**config.mk**
```make
export PLATFORM = sky130hd
export DESIGN_NAME = bzs_divider
export DESIGN_NICKNAME = d
export VERILOG_FILES = /design/src/hw/rtl/bezier_point_sampler_assert.svh /design/src/hw/rtl/bzs_pkg.sv /design/src/hw/rtl/bzs_divider.sv
export SDC_FILE = /design/constraint.sdc
export NUM_CORES = 1
export LEC_CHECK = 0
export ABC_AREA = 1
export BUFFER_PORTS_ARGS = -buffer_cell sky130_fd_sc_hd__buf_2
export CAP_MARGIN = 20
export CORE_MARGIN = 8
export CORE_UTILIZATION = 35
export DETAILED_ROUTE_END_ITERATION = 16
export PLACE_DENSITY = 0.58
export SKIP_LAST_GASP = 1
export SYNTH_ARGS = -nofsm -noshare
export SYNTH_HDL_FRONTEND = slang
export SYNTH_SLANG_ARGS = --single-unit
```
**constraint.sdc**
```tcl
create_clock -name clock -period 22 [get_ports clock]
set_clock_uncertainty 0.15 [all_clocks]
set_input_delay 0 -clock clock [delete_from_list [all_inputs] [get_ports clock]]
set_output_delay 0 -clock clock [all_outputs]
set_load 0.05 [all_outputs]
```
**src/hw/rtl/bezier_point_sampler_assert.svh**
```systemverilog
// ----------------------------------------------------------------------------
// Bezier point sampler assertion macros
// Shorthand for the concurrent checks at the end of the top level.
// ----------------------------------------------------------------------------
`ifndef BEZIER_POINT_SAMPLER_ASSERT_SVH
`define BEZIER_POINT_SAMPLER_ASSERT_SVH

// The consequent must hold in the same cycle as the antecedent.
`define BZS_ASSERT_SAME(label, clk, rst, ante, cons) \
   label: assert property (@(posedge clk) disable iff (rst) (ante) |-> (cons)) \
      else $error("bezier point sampler: same-cycle check failed");

// The consequent must hold in the cycle after the antecedent.
`define BZS_ASSERT_NEXT(label, clk, rst, ante, cons) \
   label: assert property (@(posedge clk) disable iff (rst) (ante) |=> (cons)) \
      else $error("bezier point sampler: next-cycle check failed");

`endif

```
**src/hw/rtl/bzs_pkg.sv**
```systemverilog
// ----------------------------------------------------------------------------
// Bezier point sampler package
// Widths, pipeline stage positions, shared types and the rounding helper.
// ----------------------------------------------------------------------------
package bzs_pkg;

   localparam int COORD_WIDTH = 24;
   localparam int T_FRAC_BITS = 16;
   localparam int CNT_WIDTH   = 8;

   localparam logic [CNT_WIDTH-1:0] CNT_RESET = CNT_WIDTH'(100);

   localparam logic OP_QUADRATIC = 1'b0;
   localparam logic OP_CUBIC     = 1'b1;

   localparam int U_WIDTH    = T_FRAC_BITS + 1;
   localparam int PROD_WIDTH = 2 * U_WIDTH;
   localparam int W_WIDTH    = T_FRAC_BITS + 3;
   localparam int TERM_WIDTH = W_WIDTH + 1 + COORD_WIDTH;
   localparam int SUM_WIDTH  = TERM_WIDTH + 2;

   localparam int DIV_HI_BITS = T_FRAC_BITS / 2;
   localparam int DIV_LO_BITS = T_FRAC_BITS - DIV_HI_BITS;

   localparam int ST_CLAMP   = 0;
   localparam int ST_DIV_A   = 1;
   localparam int ST_DIV_B   = 2;
   localparam int ST_U       = 3;
   localparam int ST_SQ      = 4;
   localparam int ST_WT      = 5;
   localparam int ST_MUL     = 6;
   localparam int ST_SUM     = 7;
   localparam int ST_OUT     = 8;
   localparam int NUM_STAGES = 9;

   localparam logic [PROD_WIDTH-1:0] PROD_HALF = PROD_WIDTH'(1) << (T_FRAC_BITS - 1);

   typedef logic signed [COORD_WIDTH-1:0] coord_type;
   typedef logic [NUM_STAGES-1:0] stage_en_type;

   typedef struct packed {
      logic      operation;
      coord_type start_x;
      coord_type start_y;
      coord_type end_x;
      coord_type end_y;
      coord_type handle_one_x;
      coord_type handle_one_y;
      coord_type handle_two_x;
      coord_type handle_two_y;
   } points_type;

   typedef struct packed {
      logic [W_WIDTH-1:0] ws;
      logic [W_WIDTH-1:0] wa;
      logic [W_WIDTH-1:0] wb;
      logic [W_WIDTH-1:0] we;
   } weights_type;

   function automatic logic [U_WIDTH-1:0] rnd_prod(input logic [PROD_WIDTH-1:0] p);
      logic [PROD_WIDTH-1:0] sum;
      sum = p + PROD_HALF;
      return sum[T_FRAC_BITS +: U_WIDTH];
   endfunction

endpackage

```
**src/hw/rtl/bzs_divider.sv**
```systemverilog
// ----------------------------------------------------------------------------
// Bezier point sampler divider
// Two-stage restoring division that forms t = floor(i * 2^T / count).
// ----------------------------------------------------------------------------
module bzs_divider (
   input  logic                           clock,
   input  bzs_pkg::stage_en_type          en,
   input  logic [bzs_pkg::CNT_WIDTH-1:0]  idx,
   input  logic [bzs_pkg::CNT_WIDTH-1:0]  cnt,
   output logic [bzs_pkg::T_FRAC_BITS-1:0] t
);
   import bzs_pkg::*;

   logic [CNT_WIDTH-1:0]   rem_a_in, rem_a_ff;
   logic [CNT_WIDTH-1:0]   cnt_a_ff;
   logic [DIV_HI_BITS-1:0] q_a_in, q_a_ff;
   logic [CNT_WIDTH:0]     step_a;

   logic [CNT_WIDTH-1:0]   rem_b;
   logic [DIV_LO_BITS-1:0] q_b;
   logic [CNT_WIDTH:0]     step_b;
   logic [T_FRAC_BITS-1:0] t_in, t_ff;

   // The index is already below the count, so the remainder starts there.
   always_comb begin
      rem_a_in = idx;
      q_a_in   = '0;
      step_a   = '0;
      for (int k = 0; k < DIV_HI_BITS; k++) begin
         step_a = {rem_a_in, 1'b0};
         if (step_a >= {1'b0, cnt}) begin
            rem_a_in                  = CNT_WIDTH'(step_a - {1'b0, cnt});
            q_a_in[DIV_HI_BITS-1-k] = 1'b1;
         end else begin
            rem_a_in = CNT_WIDTH'(step_a);
         end
      end
   end

   always_comb begin
      rem_b  = rem_a_ff;
      q_b    = '0;
      step_b = '0;
      for (int k = 0; k < DIV_LO_BITS; k++) begin
         step_b = {rem_b, 1'b0};
         if (step_b >= {1'b0, cnt_a_ff}) begin
            rem_b                  = CNT_WIDTH'(step_b - {1'b0, cnt_a_ff});
            q_b[DIV_LO_BITS-1-k] = 1'b1;
         end else begin
            rem_b = CNT_WIDTH'(step_b);
         end
      end
      t_in = {q_a_ff, q_b};
   end

   always_ff @(posedge clock) begin
      if (en[ST_DIV_A]) begin
         rem_a_ff <= rem_a_in;
         q_a_ff   <= q_a_in;
         cnt_a_ff <= cnt;
      end
      if (en[ST_DIV_B]) begin
         t_ff <= t_in;
      end
   end

   assign t = t_ff;

endmodule

```
==> flow_summary.yaml <==
setup_path:
  critical_path.most_common_cell: "nand2_1"
  cp-end-kind: "flop"
  cp_max_fo: 16
  cp-start-kind: "input port"
  worstSetupPathType: "in -> reg"
  required_ns: 21.90
  slowest_stage: "a211oi_1"
  cp.depth: 96
  path_buf_inv: 14
  reg2regPathDepth: 89
  critical-path-top-delay-family: "compound AO/OA/AOI/OAI gates"
  slowest_delay_ns: 0.66
  crit_arrival_ns: 15.69
sta:
  min_period_ns: 15.79
  slew_headroom: 0.455
  hold_violations: 0
  slew_viol_final: 0
  tns_ns: 0
  finalSetupViolCount: 0
  rsz0062_at_grt: "no"
  worst_slew_pin_slew_ns: 0.813
  max_freq_mhz: 63.3
  period_share: 0.718
routing:
  routed_wirelength_um: 19300
  drc_errors: 0
  dr.pass1.iters: 5
  wl_per_cell_um: 13.4
  routed_via_density: 4.93
  vias: 7122
  first_iter_violations: 342
  antenna_left: 0
status:
  outcome: "complete, no violations"
yosys:
  synth_area_leaders: "ha_1 18%, edfxtp_1 15%, nand2_1 13%, inv_1 8.2%, xor2_1 6.7%"
  yosysSeqAreaShare: 0.155
  yosys_warnings: 0
  synth.net_count: 1276
  synth_top_area_cell: "ha_1"
  ys_types: 49
  synth_cells: 1134
  synth_ff_type: "edfxtp_1"
  ys_top_cells_by_count: "264 x nand2_1, 170 x inv_1, 114 x ha_1"
  netlist_area_um2: 7760
  async_flop_share: 0
  yosysMostFrequentCell: "nand2_1"
  synth-seq-cells: 40
  avgSynthCellArea_um2: 6.84
  synth_top_area_frac: 0.184
  synth-edff-count: 40
global_route:
  grt_pass1_vias: 6935
  track_usage: 0.146
  grt_remaining_overflow: 0
  grt_pass1_wl_um: 32500
  grt_max_degree: 25
  grt_antenna_before_repair: 0
floorplanning:
  design.die.area_um2: 27200
  num_rows: 54
  ios: 42
  die_w_um: 165
  core_um2: 21800
  initial_core_util: 0.356
  die-height_um: 165
clock_tree:
  ctsResizeCount: 0
  clk_pin_slew_ns: 0.07
  clkLatencyLatePin_ns: 0.29
  h-tree-depth: 2
  cts_tree: "yes"
  numCtsBuffers: 5
  clk_path_buf_depth: 2
  clock-sinks: 40
  cts_root_buffer: "clkbuf_16"
placement:
  routabilityCongestion: 0.848
  dpl.hpwl_um: 15300
  port_buffers: 34
cells_and_area:
  fin_util: 0.384
  drive_above_1_share: 0.110
  finalNetCount: 1307
  syn2layout_area_growth_pct: 7.88
  antenna_cells: 0
hold_path:
  hp-class: "in -> reg"
  holdPathStages: 1
flow_run:
  cap_violations: 0
==> logic make-up after synthesis <==
family / share of synthesized area
and+or+nand+nor: 0.294
xor gates and xnor gates: 0.102
buffers and inverters: 0.108
DFF: 0.155
AOI/OAI and AO/OA: 0.153
adders and majority gates: 0.189
==> cells in the final DEF (no fill, tap or decap), types with 13 or more instances in the layout <==
cell type  instances
nand2_1          264
inv_1            170
ha_1             114
nor2_1            80
a21oi_1           76
nand3_1           67
xor2_1            59
edfxtp_1          40
o21ai_0           38
buf_2             34
xnor2_1           31
o21ai_1           28
nand3_2           17
nand2_2           15
o21bai_1          13
==> registers in the layout, summed over array words and instances, names as in the netlist <==
signal / count
cnt_a_ff: 8
q_a_ff: 8
rem_a_ff: 8
t: 16
==> worst reg2reg max path, delay by kind of cell (launching register included) <==
family | cells | cell delay (ns)
AO/OA/AOI/OAI | 36 | 6.96
adder cells (fa/ha/maj) | 8 | 2.55
buffers and inverters | 12 | 1.36
flip-flops | 1 | 0.37
AND/OR/NAND/NOR | 33 | 4.01
==> cell type report <==
cell class              instances  area [um2]
clock buffers                   5         125
well taps                     280         350
fillers                      2327       13500
multi-input cells             894        5720
flip-flops and latches         40        1200
clock inverters                 3        46.3
inverters                     182         683
repair buffers                 42         248
==> path summary, 6_finish.rpt <==
kind	from	endpoint	slack, ns
worst max-delay path	cnt[6]	rem_a_ff[5]	6.21
worst min-delay path	cnt[0]	cnt_a_ff[0]	0.05
worst max register to register	cnt_a_ff[6]	t[0]	6.31
worst min register to register	q_a_ff[7]	t[15]	0.27
==> timing repair <==
action                     in CTS  in global routing
setup buffers                   0                  0
hold endpoints to repair        7                  0
hold buffers                    7                  0
setup endpoints to repair       0                  0
==> per-stage QoR <==
stage,hold WS [ns],worst slack (ns),std cells,instance area [um2]
2_1_floorplan,-0.0511,8.69,1134,7760
3_3_place_gp,0.0663,6.39,1431,8130
3_5_place_dp,0.0664,6.41,1431,8130
4_1_cts,0.0482,6.23,1446,8370
5_1_grt,0.0666,4.35,1446,8370
6_report,0.0497,6.21,1446,8370
==> metal layers <==
layer | wire (um) | global-route usage
met1 | 8950 | 0.176
met2 | 9570 | 0.273
met3 | 372 | 0.00947
met4 | 439 | 0.0430
met5 | 0 | 0
Power is left out: the tool's default activity adds up to more than one toggle a clock period on the data nets, which glitch-free logic cannot reach.
