**config.mk**
```make
export PLATFORM = sky130hd
export DESIGN_NAME = bzs_weight
export DESIGN_NICKNAME = d
export VERILOG_FILES = /design/src/hw/rtl/bezier_point_sampler_assert.svh /design/src/hw/rtl/bzs_pkg.sv /design/src/hw/rtl/bzs_weight.sv
export SDC_FILE = /design/constraint.sdc
export NUM_CORES = 2
export LEC_CHECK = 0
export BUFFER_PORTS_ARGS = -buffer_cell sky130_fd_sc_hd__buf_2
export CAP_MARGIN = 15
export CORE_AREA = 2 2 313 315
export CTS_CLUSTER_SIZE = 8
export DETAILED_ROUTE_END_ITERATION = 10
export DIE_AREA = 0 0 315 317
export PLACE_DENSITY_LB_ADDON = 0.3
export SYNTH_ARGS = -nofsm -noshare
export SYNTH_HDL_FRONTEND = slang
export SYNTH_SLANG_ARGS = --single-unit
```
**constraint.sdc**
```tcl
create_clock -name clock -period 16.99 [get_ports clock]
set_clock_uncertainty 0.1 [all_clocks]
set_input_delay 0 -clock clock [delete_from_list [all_inputs] [get_ports clock]]
set_output_delay 0 -clock clock [all_outputs]
set_load 0.05 [all_outputs]
```
**src/hw/rtl/bezier_point_sampler_assert.svh**
```systemverilog
// ----------------------------------------------------------------------------
// Bezier point sampler assertion macros
// Shorthand for the concurrent checks at the end of the top level.
// ----------------------------------------------------------------------------
`ifndef BEZIER_POINT_SAMPLER_ASSERT_SVH
`define BEZIER_POINT_SAMPLER_ASSERT_SVH

// The consequent must hold in the same cycle as the antecedent.
`define BZS_ASSERT_SAME(label, clk, rst, ante, cons) \
   label: assert property (@(posedge clk) disable iff (rst) (ante) |-> (cons)) \
      else $error("bezier point sampler: same-cycle check failed");

// The consequent must hold in the cycle after the antecedent.
`define BZS_ASSERT_NEXT(label, clk, rst, ante, cons) \
   label: assert property (@(posedge clk) disable iff (rst) (ante) |=> (cons)) \
      else $error("bezier point sampler: next-cycle check failed");

`endif

```
**src/hw/rtl/bzs_pkg.sv**
```systemverilog
// ----------------------------------------------------------------------------
// Bezier point sampler package
// Widths, pipeline stage positions, shared types and the rounding helper.
// ----------------------------------------------------------------------------
package bzs_pkg;

   localparam int COORD_WIDTH = 24;
   localparam int T_FRAC_BITS = 16;
   localparam int CNT_WIDTH   = 8;

   localparam logic [CNT_WIDTH-1:0] CNT_RESET = CNT_WIDTH'(100);

   localparam logic OP_QUADRATIC = 1'b0;
   localparam logic OP_CUBIC     = 1'b1;

   localparam int U_WIDTH    = T_FRAC_BITS + 1;
   localparam int PROD_WIDTH = 2 * U_WIDTH;
   localparam int W_WIDTH    = T_FRAC_BITS + 3;
   localparam int TERM_WIDTH = W_WIDTH + 1 + COORD_WIDTH;
   localparam int SUM_WIDTH  = TERM_WIDTH + 2;

   localparam int DIV_HI_BITS = T_FRAC_BITS / 2;
   localparam int DIV_LO_BITS = T_FRAC_BITS - DIV_HI_BITS;

   localparam int ST_CLAMP   = 0;
   localparam int ST_DIV_A   = 1;
   localparam int ST_DIV_B   = 2;
   localparam int ST_U       = 3;
   localparam int ST_SQ      = 4;
   localparam int ST_WT      = 5;
   localparam int ST_MUL     = 6;
   localparam int ST_SUM     = 7;
   localparam int ST_OUT     = 8;
   localparam int NUM_STAGES = 9;

   localparam logic [PROD_WIDTH-1:0] PROD_HALF = PROD_WIDTH'(1) << (T_FRAC_BITS - 1);

   typedef logic signed [COORD_WIDTH-1:0] coord_type;
   typedef logic [NUM_STAGES-1:0] stage_en_type;

   typedef struct packed {
      logic      operation;
      coord_type start_x;
      coord_type start_y;
      coord_type end_x;
      coord_type end_y;
      coord_type handle_one_x;
      coord_type handle_one_y;
      coord_type handle_two_x;
      coord_type handle_two_y;
   } points_type;

   typedef struct packed {
      logic [W_WIDTH-1:0] ws;
      logic [W_WIDTH-1:0] wa;
      logic [W_WIDTH-1:0] wb;
      logic [W_WIDTH-1:0] we;
   } weights_type;

   function automatic logic [U_WIDTH-1:0] rnd_prod(input logic [PROD_WIDTH-1:0] p);
      logic [PROD_WIDTH-1:0] sum;
      sum = p + PROD_HALF;
      return sum[T_FRAC_BITS +: U_WIDTH];
   endfunction

endpackage

```
**src/hw/rtl/bzs_weight.sv**
```systemverilog
// ----------------------------------------------------------------------------
// Bezier point sampler weights
// Three stages that turn t into the Bernstein weights of a quadratic or
// cubic curve, each product rounded to the fraction width.
// ----------------------------------------------------------------------------
module bzs_weight (
   input  logic                            clock,
   input  bzs_pkg::stage_en_type           en,
   input  logic [bzs_pkg::T_FRAC_BITS-1:0] t,
   input  logic                            operation,
   output bzs_pkg::weights_type            weights
);
   import bzs_pkg::*;

   localparam logic [U_WIDTH-1:0] ONE = {1'b1, {T_FRAC_BITS{1'b0}}};

   logic [U_WIDTH-1:0] u4_in, u4_ff, t4_ff;

   logic [U_WIDTH-1:0] uu5_in, ut5_in, tt5_in;
   logic [U_WIDTH-1:0] uu5_ff, ut5_ff, tt5_ff, u5_ff, t5_ff;

   logic [U_WIDTH-1:0] c0, c1, c2, c3;
   weights_type        w_in, w_ff;

   assign u4_in = ONE - {1'b0, t};

   assign uu5_in = rnd_prod(PROD_WIDTH'(u4_ff) * PROD_WIDTH'(u4_ff));
   assign ut5_in = rnd_prod(PROD_WIDTH'(u4_ff) * PROD_WIDTH'(t4_ff));
   assign tt5_in = rnd_prod(PROD_WIDTH'(t4_ff) * PROD_WIDTH'(t4_ff));

   assign c0 = rnd_prod(PROD_WIDTH'(uu5_ff) * PROD_WIDTH'(u5_ff));
   assign c1 = rnd_prod(PROD_WIDTH'(uu5_ff) * PROD_WIDTH'(t5_ff));
   assign c2 = rnd_prod(PROD_WIDTH'(u5_ff) * PROD_WIDTH'(tt5_ff));
   assign c3 = rnd_prod(PROD_WIDTH'(tt5_ff) * PROD_WIDTH'(t5_ff));

   // A quadratic curve gives the second handle no weight.
   always_comb begin
      if (operation == OP_CUBIC) begin
         w_in.ws = W_WIDTH'(c0);
         w_in.wa = (W_WIDTH'(c1) << 1) + W_WIDTH'(c1);
         w_in.wb = (W_WIDTH'(c2) << 1) + W_WIDTH'(c2);
         w_in.we = W_WIDTH'(c3);
      end else begin
         w_in.ws = W_WIDTH'(uu5_ff);
         w_in.wa = W_WIDTH'(ut5_ff) << 1;
         w_in.wb = '0;
         w_in.we = W_WIDTH'(tt5_ff);
      end
   end

   always_ff @(posedge clock) begin
      if (en[ST_U]) begin
         u4_ff <= u4_in;
         t4_ff <= {1'b0, t};
      end
      if (en[ST_SQ]) begin
         uu5_ff <= uu5_in;
         ut5_ff <= ut5_in;
         tt5_ff <= tt5_in;
         u5_ff  <= u4_ff;
         t5_ff  <= t4_ff;
      end
      if (en[ST_WT]) begin
         w_ff <= w_in;
      end
   end

   assign weights = w_ff;

endmodule

```
==> out/metrics.yaml <==
worst_ep_required_time_ns: 17.18
die_h_microns: 317
use_met2_pct: 57.2
worst_r2r_path_depth: 31
rows: 114
start_util_pct: 69.9
synth_top_cells_by_area: "fa_1, ha_1, inv_1, edfxtp_1, and2_1"
hold_slack_ns: 0.126
antenna_found_initial: 7
synth-main-ff-cell: "edfxtp_1"
grt_setup_unrepaired: "no"
post_cts_buffers: 0
grt-ovfl-total: 0
synth.largest_area_cell: "fa_1"
port_buffers: 92
post_route_cells_drive_above_1_share_pct: 4.24
ys_types: 94
dieArea_sq_um: 99900
gr-usage-met1_pct: 42.5
drc_errors: 0
drtAntennaViolNets: 0
area_delta_synth_final_pct: 3.61
path_max_fanout: 18
end_kind: "register"
grt_pass1_wl_microns: 265000
synth_edf_count: 187
slowest_stage: "edfxtp_1"
status: "complete, no violations"
clkSinkCount: 187
layout.nets: 9450
max_slew.worst_pin.slew_ns: 0.984
use_met3_pct: 4.83
whs_path_depth: 2
period_minus_slack_ns: 9.28
maxCapViolations: 0
die_w_microns: 315
grt.busiest_layer: "met2"
clk_latency_ns: 0.54
timing.setup.tns_ns: 0
avgSynthCellArea_sq_um: 9.27
clock-root-buffer: "clkbuf_16"
dr.pass1.iters: 6
avgRoutedWirePerCell_microns: 18.6
gp_congestion: 0.906
hp-class: "primary input to register"
hold_violations: 0
cp_common_cell: "a21o_1"
final_max_slew_viol_count: 0
yosys.area.top_type_share_pct: 42.4
critPathKind: "register to register"
grt_pass1_vias: 53600
max_freq_mhz: 108
max_slew_margin_pct: 34.4
vias: 48700
start_kind: "register"
coreArea_sq_um: 96300
synth_warnings: 0
finalSetupViolations: 0
grt_max_degree: 67
ys_ff_latch: 187
clk_pin_slew_worst_paths_ns: 0.10
diodes: 0
async_reset_ff_share_pct: 0
cp.depth: 31
via_per_inst: 5.76
critPathBufInv: 4
worstPathArrival_ns: 9.47
grt_use_total_pct: 33.7
cts_tree: "yes"
cp_top_family: "adder cells"
syn_inst: 7258
timing.final.crit_share_pct: 54.6
cts_buffers: 17
routed_wl_microns: 157000
htree_levels: 4
dp_hpwl_microns: 118000
io_pins: 103
synth_seq_area_share_pct: 8.35
max_stage_delay_ns: 0.74
first_iter_violations: 3398
synth_area_sq_um: 67300
cts_buffer_depth: 2
==> final timing paths <==
check	from	to	slack, ns
worst max-delay path	t5_ff[4]	weights[52]	7.71
worst min-delay path	t[13]	t4_ff[13]	0.13
worst max register to register	t5_ff[4]	weights[52]	7.71
worst min register to register	ut5_ff[4]	weights[43]	0.46
==> logic make-up (layout without fill, tap and decap cells) <==
| group | count (synthesis) | in the layout | synth area share (%) |
|---|---|---|---|
| xor gates and xnor gates | 182 | 182 | 2.38 |
| other | 1 | 4 | 0.00558 |
| buffers and inverters | 2151 | 2077 | 12.0 |
| muxes | 41 | 41 | 0.683 |
| AOI/OAI and AO/OA | 397 | 397 | 4.02 |
| adders and majority gates | 2251 | 2251 | 57.8 |
| and+or+nand+nor | 2048 | 2048 | 14.8 |
| DFF | 187 | 187 | 8.35 |
==> metrics by stage <==
step / cell area (sq um) / std cells / utilization (%) / setup WS (ns)
floorplan: 67300 / 7261 / - / 8.68
global placement: 68900 / 8411 / 71.6 / 7.94
detailed placement: 68900 / 8411 / 71.6 / 7.88
CTS: 69700 / 8463 / 72.4 / 7.83
global route: 69700 / 8463 / 72.4 / 7.34
finish: 69700 / 8463 / 72.4 / 7.71
==> state kept, by name, indices dropped and copies added, names as in the netlist <==
name and count:
t5_ff 15, u4_ff 17, tt5_ff 17, ut5_ff 17, uu5_ff 17, u5_ff 17
weights 72, t4_ff 15
==> area by class of cell <==
| cell class | count | area, sq um |
|---|---|---|
| inverters | 1830 | 6870 |
| clock buffers | 17 | 425 |
| clock inverters | 15 | 170 |
| well taps | 1276 | 1600 |
| fillers | 7012 | 26600 |
| flip-flops and latches | 187 | 5620 |
| multi-input cells | 4923 | 53600 |
| repair buffers | 215 | 1440 |
==> synth_stat cells (all sizes together) (11+ instances only) <==
library cell / number
clkbuf: 313
mux2: 36
edfxtp: 187
nand4: 20
a211oi: 16
nor2b: 33
nand2b: 21
inv: 1824
and2: 655
nand2: 984
fa: 1424
a21oi: 127
nor2: 171
nor3: 44
xnor2: 117
nand3: 36
and3: 15
a21o: 61
o21ai: 67
o31ai: 12
o21a: 12
xor2: 65
nand3b: 11
ha: 825
==> layer usage <==
layer	vias up	part of all wire [%]
met5	-	0.019
met4	6	5.7
met1	24700	37
met3	515	8.3
met2	2106	49
li1	21400	-
==> layout by cell type (no fill, tap or decap), drive strengths merged, types with 117 or more instances in the layout <==
master / n
edfxtp: 187
xnor2: 117
a21oi: 127
inv: 1832
and2: 655
fa: 1424
buf: 195
ha: 825
nand2: 984
nor2: 171
==> timing repair <==
item,4_1_cts,5_1_grt
hold buffers,20,0
setup endpoints to repair,0,0
hold endpoints to repair,90,0
resized for setup,0,0
Power is left out: the tool's default activity adds up to more than one toggle a clock period on the data nets, which glitch-free logic cannot reach.
